--- src/hdl/circle_pair_collision_assert.svh ---
// ----------------------------------------------------------------------------
// Assertion macros for the disc pair collision block
// Shorthand for clocked concurrent checks, disabled during reset.
// ----------------------------------------------------------------------------
`ifndef CIRCLE_PAIR_COLLISION_ASSERT_SVH
`define CIRCLE_PAIR_COLLISION_ASSERT_SVH

// expression must hold at every clock edge
`define CPC_ASSERT_ALWAYS(label, expr, msg) \
    label: assert property (@(posedge clk) disable iff (!rst_n) (expr)) else $error(msg);

// consequent must hold in the same cycle as the antecedent
`define CPC_ASSERT_IMPLY(label, ante, cons, msg) \
    label: assert property (@(posedge clk) disable iff (!rst_n) (ante) |-> (cons)) \
        else $error(msg);

// consequent must hold in the cycle after the antecedent
`define CPC_ASSERT_NEXT(label, ante, cons, msg) \
    label: assert property (@(posedge clk) disable iff (!rst_n) (ante) |=> (cons)) \
        else $error(msg);

`endif

--- src/hdl/cpc_pkg.sv ---
// ----------------------------------------------------------------------------
// cpc_pkg
// Shared types, constants and helpers of the disc pair collision pipeline.
// ----------------------------------------------------------------------------
`timescale 1ns / 1ps

package cpc_pkg;

    // fixed point constants
    localparam int unsigned Q16_ONE           = 65536;
    localparam int unsigned DEGEN_D2          = 43;
    localparam int unsigned RESTITUTION_RESET = 19661;

    // pipeline control handed to the arithmetic units
    typedef struct packed {
        logic en;     // whole pipeline advances
        logic valid;  // beat entering the unit is real
    } cpc_ctl_t;

    // the eight kinematic values of one disc pair
    typedef struct packed {
        logic signed [31:0] apx;
        logic signed [31:0] apz;
        logic signed [31:0] avx;
        logic signed [31:0] avz;
        logic signed [31:0] bpx;
        logic signed [31:0] bpz;
        logic signed [31:0] bvx;
        logic signed [31:0] bvz;
    } disc_pair_t;

    // clamp to signed 32 bits
    function automatic logic signed [31:0] sat32(input logic signed [36:0] v);
        logic signed [36:0] hi;
        logic signed [36:0] lo;
        hi = 37'sh0_7FFF_FFFF;
        lo = -37'sh0_8000_0000;
        if (v > hi) begin
            return 32'sh7FFF_FFFF;
        end else if (v < lo) begin
            return 32'sh8000_0000;
        end
        return v[31:0];
    endfunction

    // sign and magnitude to two's complement
    function automatic logic signed [36:0] apply_sign(input logic neg,
                                                      input logic [35:0] mag);
        logic signed [36:0] m;
        m = $signed({1'b0, mag});
        return neg ? -m : m;
    endfunction

endpackage

--- src/hdl/cpc_sqrt.sv ---
// ----------------------------------------------------------------------------
// cpc_sqrt
// Pipelined integer square root, floor(sqrt(x)), one root bit per stage.
// A side tag travels with each beat.
// ----------------------------------------------------------------------------
`timescale 1ns / 1ps

module cpc_sqrt #(
    parameter int XW = 44,
    parameter int TW = 1
) (
    input  logic              clk,
    input  logic              rst_n,
    input  cpc_pkg::cpc_ctl_t ctl,
    input  logic [XW-1:0]     x,
    input  logic [TW-1:0]     tag_in,
    output logic              out_valid,
    output logic [XW/2-1:0]   root,
    output logic [TW-1:0]     tag_out
);

    localparam int RW = XW / 2;

    logic [XW-1:0]   x_reg    [RW-1];
    logic [RW+1:0]   rem_reg  [RW-1];
    logic [RW-1:0]   root_reg [RW];
    logic [TW-1:0]   tag_reg  [RW];
    logic            vld_reg  [RW];

    generate
        for (genvar s = 0; s < RW; s++) begin : g_stage
            logic [XW-1:0] x_in;
            logic [XW-1:0] x_next;
            logic [RW+1:0] rem_in;
            logic [RW+1:0] rem_next;
            logic [RW+3:0] remt;
            logic [RW+3:0] trial;
            logic [RW+3:0] rem_full;
            logic [RW-1:0] root_in;
            logic [RW-1:0] root_next;
            logic [TW-1:0] tag_s;
            logic          vld_in;
            logic          ge;

            if (s == 0) begin : g_first
                assign x_in    = x;
                assign rem_in  = '0;
                assign root_in = '0;
                assign tag_s   = tag_in;
                assign vld_in  = ctl.valid;
            end else begin : g_rest
                assign x_in    = x_reg[s-1];
                assign rem_in  = rem_reg[s-1];
                assign root_in = root_reg[s-1];
                assign tag_s   = tag_reg[s-1];
                assign vld_in  = vld_reg[s-1];
            end

            // bring in the next two radicand bits, try root*4+1
            assign remt      = {rem_in, x_in[XW-1 -: 2]};
            assign trial     = (RW+4)'({root_in, 2'b01});
            assign ge        = (remt >= trial);
            assign rem_full  = ge ? (remt - trial) : remt;
            assign rem_next  = rem_full[RW+1:0];
            assign root_next = {root_in[RW-2:0], ge};
            assign x_next    = {x_in[XW-3:0], 2'b00};

            always_ff @(posedge clk or negedge rst_n)
            begin
                if (!rst_n)
                begin
                    vld_reg[s] <= 1'b0;
                end
                else if (ctl.en)
                begin
                    vld_reg[s] <= vld_in;
                end
            end

            always_ff @(posedge clk)
            begin
                if (ctl.en)
                begin
                    root_reg[s] <= root_next;
                    tag_reg[s]  <= tag_s;
                end
            end

            if (s < RW - 1) begin : g_keep
                always_ff @(posedge clk)
                begin
                    if (ctl.en)
                    begin
                        x_reg[s]   <= x_next;
                        rem_reg[s] <= rem_next;
                    end
                end
            end
        end
    endgenerate

    assign out_valid = vld_reg[RW-1];
    assign root      = root_reg[RW-1];
    assign tag_out   = tag_reg[RW-1];

endmodule

--- config.mk ---
export PLATFORM = sky130hd
export DESIGN_NAME = cpc_sqrt
export DESIGN_NICKNAME = d
export VERILOG_FILES = /design/src/hdl/circle_pair_collision_assert.svh /design/src/hdl/cpc_pkg.sv /design/src/hdl/cpc_sqrt.sv
export SDC_FILE = /design/constraint.sdc
export NUM_CORES = 2
export LEC_CHECK = 0
export BUFFER_PORTS_ARGS = -buffer_cell sky130_fd_sc_hd__buf_2
export CAP_MARGIN = 20
export CORE_MARGIN = 5
export CORE_UTILIZATION = 25
export CTS_CLUSTER_DIAMETER = 50
export DETAILED_ROUTE_END_ITERATION = 10
export GPL_ROUTABILITY_DRIVEN = 0
export HOLD_SLACK_MARGIN = 0.05
export PLACE_DENSITY = 0.44
export SETUP_SLACK_MARGIN = 0.4
export SLEW_MARGIN = 40
export SYNTH_ARGS = -nofsm -noshare
export SYNTH_HDL_FRONTEND = slang
export SYNTH_SLANG_ARGS = --single-unit
--- constraint.sdc ---
create_clock -name clk -period 10.2 [get_ports clk]
set_clock_uncertainty 0.2 [all_clocks]
set_input_delay 2.04 -clock clk [delete_from_list [all_inputs] [get_ports clk]]
set_output_delay 2.04 -clock clk [all_outputs]
set_load 0.02 [all_outputs]
==> flow_metrics.env <==
export IMPL_status="finished clean"
export IMPL_netSwitchingPower_w=0.00390
export IMPL_drc=0
export IMPL_yosys_warnings=0
export IMPL_ant_nets=0
export IMPL_final_common_cell="edfxtp_1"
export IMPL_dp_cells=7297
export IMPL_core_um2=225000
export IMPL_finalMaxSlewViolations=0
export IMPL_min_period_ps=3920
export IMPL_totalWireLength_um=107000
export IMPL_nNetsFinal=4812
export IMPL_seq_area_um2=36900
export IMPL_layout_cells_most_common_list="edfxtp_1 (1211), inv_1 (348), nor2_1 (286), ha_1 (276), nand2_1 (245)"
export IMPL_rsz0062_at_grt="false"
export IMPL_synth_main_ff_cell="edfxtp_1"
export IMPL_ys_ff_latch=1233
export IMPL_yosysTopAreaCellShare=0.641
export IMPL_worst_slew_pin_slew_ps=798
export IMPL_cp_required_ps=10390
export IMPL_power_leakage_nw=25.0
export IMPL_cts_tree="yes"
export IMPL_critPathLaunch="ctl[1]"
export IMPL_setup_tns_final_ps=0
export IMPL_min_period_over_period=0.385
export IMPL_grt_max_degree=164
export IMPL_die_width_um=486
export IMPL_relSlewSlack=0.461
export IMPL_syn_avg_cell_area_um2=13.2
export IMPL_crit_type="input port to flop"
export IMPL_setup_ws_ps=6280
export IMPL_clockRootBuffer="clkbuf_16"
export IMPL_ys_seq_area_frac=0.651
export IMPL_seqPwrFrac=0.443
export IMPL_antenna_found_initial=3
export IMPL_initial_core_util=0.252
export IMPL_worstSetupStartpointType="input port"
export IMPL_drt_iter0_markers=1862
export IMPL_largest_register_ffs=474
export IMPL_synth_edff_count=1211
export IMPL_cts_hold_buf=0
export IMPL_hpwl_um=74500
export IMPL_reg2reg_slack_ps=6310
export IMPL_cts_sinks=1233
export IMPL_setup_viol=0
export IMPL_endpoint_kind="flop"
export IMPL_grt_pass1_wl_um=174000
export IMPL_drive_gt1_frac=0.112
export IMPL_ir_worst_vdd_uv=156
export IMPL_arrival_ps=4110
export IMPL_cts_buffers=177
export IMPL_final_cell_count_no_fill=7629
export IMPL_num_vias=32635
export IMPL_synth_area_um2=56700
export IMPL_switching_share=0.261
export IMPL_design_area_um2=67200
export IMPL_powerDensity_nw_per_um2=223
export IMPL_ioPinCount=73
export IMPL_syn_nets=4607
export IMPL_cap_violations=0
export IMPL_worstReg2RegEnd="rem_reg[4][47]"
export IMPL_r2r_cells=11
export IMPL_place_area_um2=60900
export IMPL_fillerInstances=22531
export IMPL_cts_repair_resized=0
export IMPL_die_height_um=486
export IMPL_synthCells=4282
export IMPL_dieArea_um2=236000
export IMPL_cts_htree_levels=4
export IMPL_pre_cts_ws_ps=5400
export IMPL_cts_buffer_depth=3
export IMPL_grt_ovfl_total=0
export IMPL_clock_power_share=0.414
export IMPL_r2r_start="rem_reg[4][0]"
export IMPL_gr_usage_all_layers=0.0894
export IMPL_comb_power_share=0.144
export IMPL_area_growth_pct=18.5
export IMPL_async_reset_ff_frac=0.0178
export IMPL_clk_pin_slew_ps=60
export IMPL_post_cts_buffers=0
export IMPL_clock_latency_ps=800
export IMPL_path_max_fanout=98
export IMPL_hold_viol_final=0
export IMPL_min_path_type="flop to flop"
export IMPL_multiInputGateArea_um2=18300
export IMPL_routedWlPerCell_um=14.0
export IMPL_synth_top_area_cell="edfxtp_1"
export IMPL_p_int_w=0.0111
export IMPL_max_freq_mhz=255
export IMPL_core_rowCount=174
export IMPL_synthTopCellsByArea="edfxtp_1 (64%), ha_1 (6.1%), xnor2_1 (3.2%)"
export IMPL_yosysUniqueCellTypes=88
export IMPL_first_pass_iters=5
export IMPL_vias_per_cell=4.28
export IMPL_io_buffer_count=72
export IMPL_crit_end="x_reg[2][148]"
export IMPL_grt_pass1_vias=32983
-- worst min-delay path by stage --
stage | cells past startpoint | startpoint | slack (ps) | endpoint
finish | 0 | x_reg[3][116] | 160 | x_reg[3][160]
global route | 0 | x_reg[3][117] | 160 | x_reg[3][161]
CTS | 0 | x_reg[3][116] | 150 | x_reg[3][160]
detailed placement | 0 | x_reg[0][62] | 200 | x_reg[0][106]
global placement | 0 | x_reg[2][154] | 200 | x_reg[3][30]
floorplan | 0 | tag_reg[0][0] | 200 | tag_reg[0][1]
-- area by class of cell --
type,instances,area share
Antenna cell,1,0.0000373
Clock buffer,202,0.0677
Clock inverter,126,0.0238
Inverter,352,0.0197
Multi-Input combinational cell,2621,0.272
Sequential cell,1233,0.550
Tap cell,2992,0.0557
Timing Repair Buffer,102,0.0112
-- per-stage QoR --
step	hold slack [ps]	utilization	total power [W]
after floorplan	200	-	0.00822
after global placement	201	0.270	0.00885
after detailed placement	205	0.270	0.00888
after CTS	145	0.298	0.0152
after global routing	155	0.298	0.0158
final	159	0.298	0.0150
-- power by group through the flow --
stage,clock network (W),registers (W),logic [W]
after global placement,0,0.00673,0.00212
after floorplan,0,0.00661,0.00161
after detailed placement,0,0.00673,0.00215
final,0.00619,0.00663,0.00215
after global routing,0.00668,0.00669,0.00241
after CTS,0.00644,0.00663,0.00216
-- critical path, stage by stage --
cell	delay [ps]
buf_12	380
buf_4	580
buf_12	450
buf_16	430
-- cells in the mapped netlist, types with 18 or more instances --
library cell and count:
nand2b_1 48, nor3_1 105, dfrtp_1 22, a21oi_1 240, edfxtp_1 1211, nand4_1 39, a211oi_1 28, a21o_1 63
or4_1 23, o21ai_0 175, nor2_1 286, mux2_2 74, and3_1 22, nor2b_1 33, o31ai_1 35, clkbuf_1 63
o21bai_1 23, nand3_1 70, o21a_1 78, or3_1 45, or2_2 27, xnor2_1 206, a31oi_1 24, inv_1 348
and2_1 18, ha_1 276, nand2_1 246, nor4_1 54, xor2_1 157
-- per-layer routing --
metal | GRT usage | wire length [um]
met5 | 0 | 13
met4 | 0.0420 | 4240
met3 | 0.0212 | 4560
met2 | 0.147 | 50600
met1 | 0.111 | 47600
-- cell families after synthesis --
family	count (synthesis)	share of synthesized area
AOI/OAI and AO/OA	811	0.0909
and+or+nand+nor	1086	0.0959
buffers and inverters	428	0.0286
adders and majority gates	276	0.0609
xor gates and xnor gates	363	0.0561
other	1	0.0000661
DFF	1233	0.651
muxes	84	0.0165
Power figures use the tool's default switching activity.
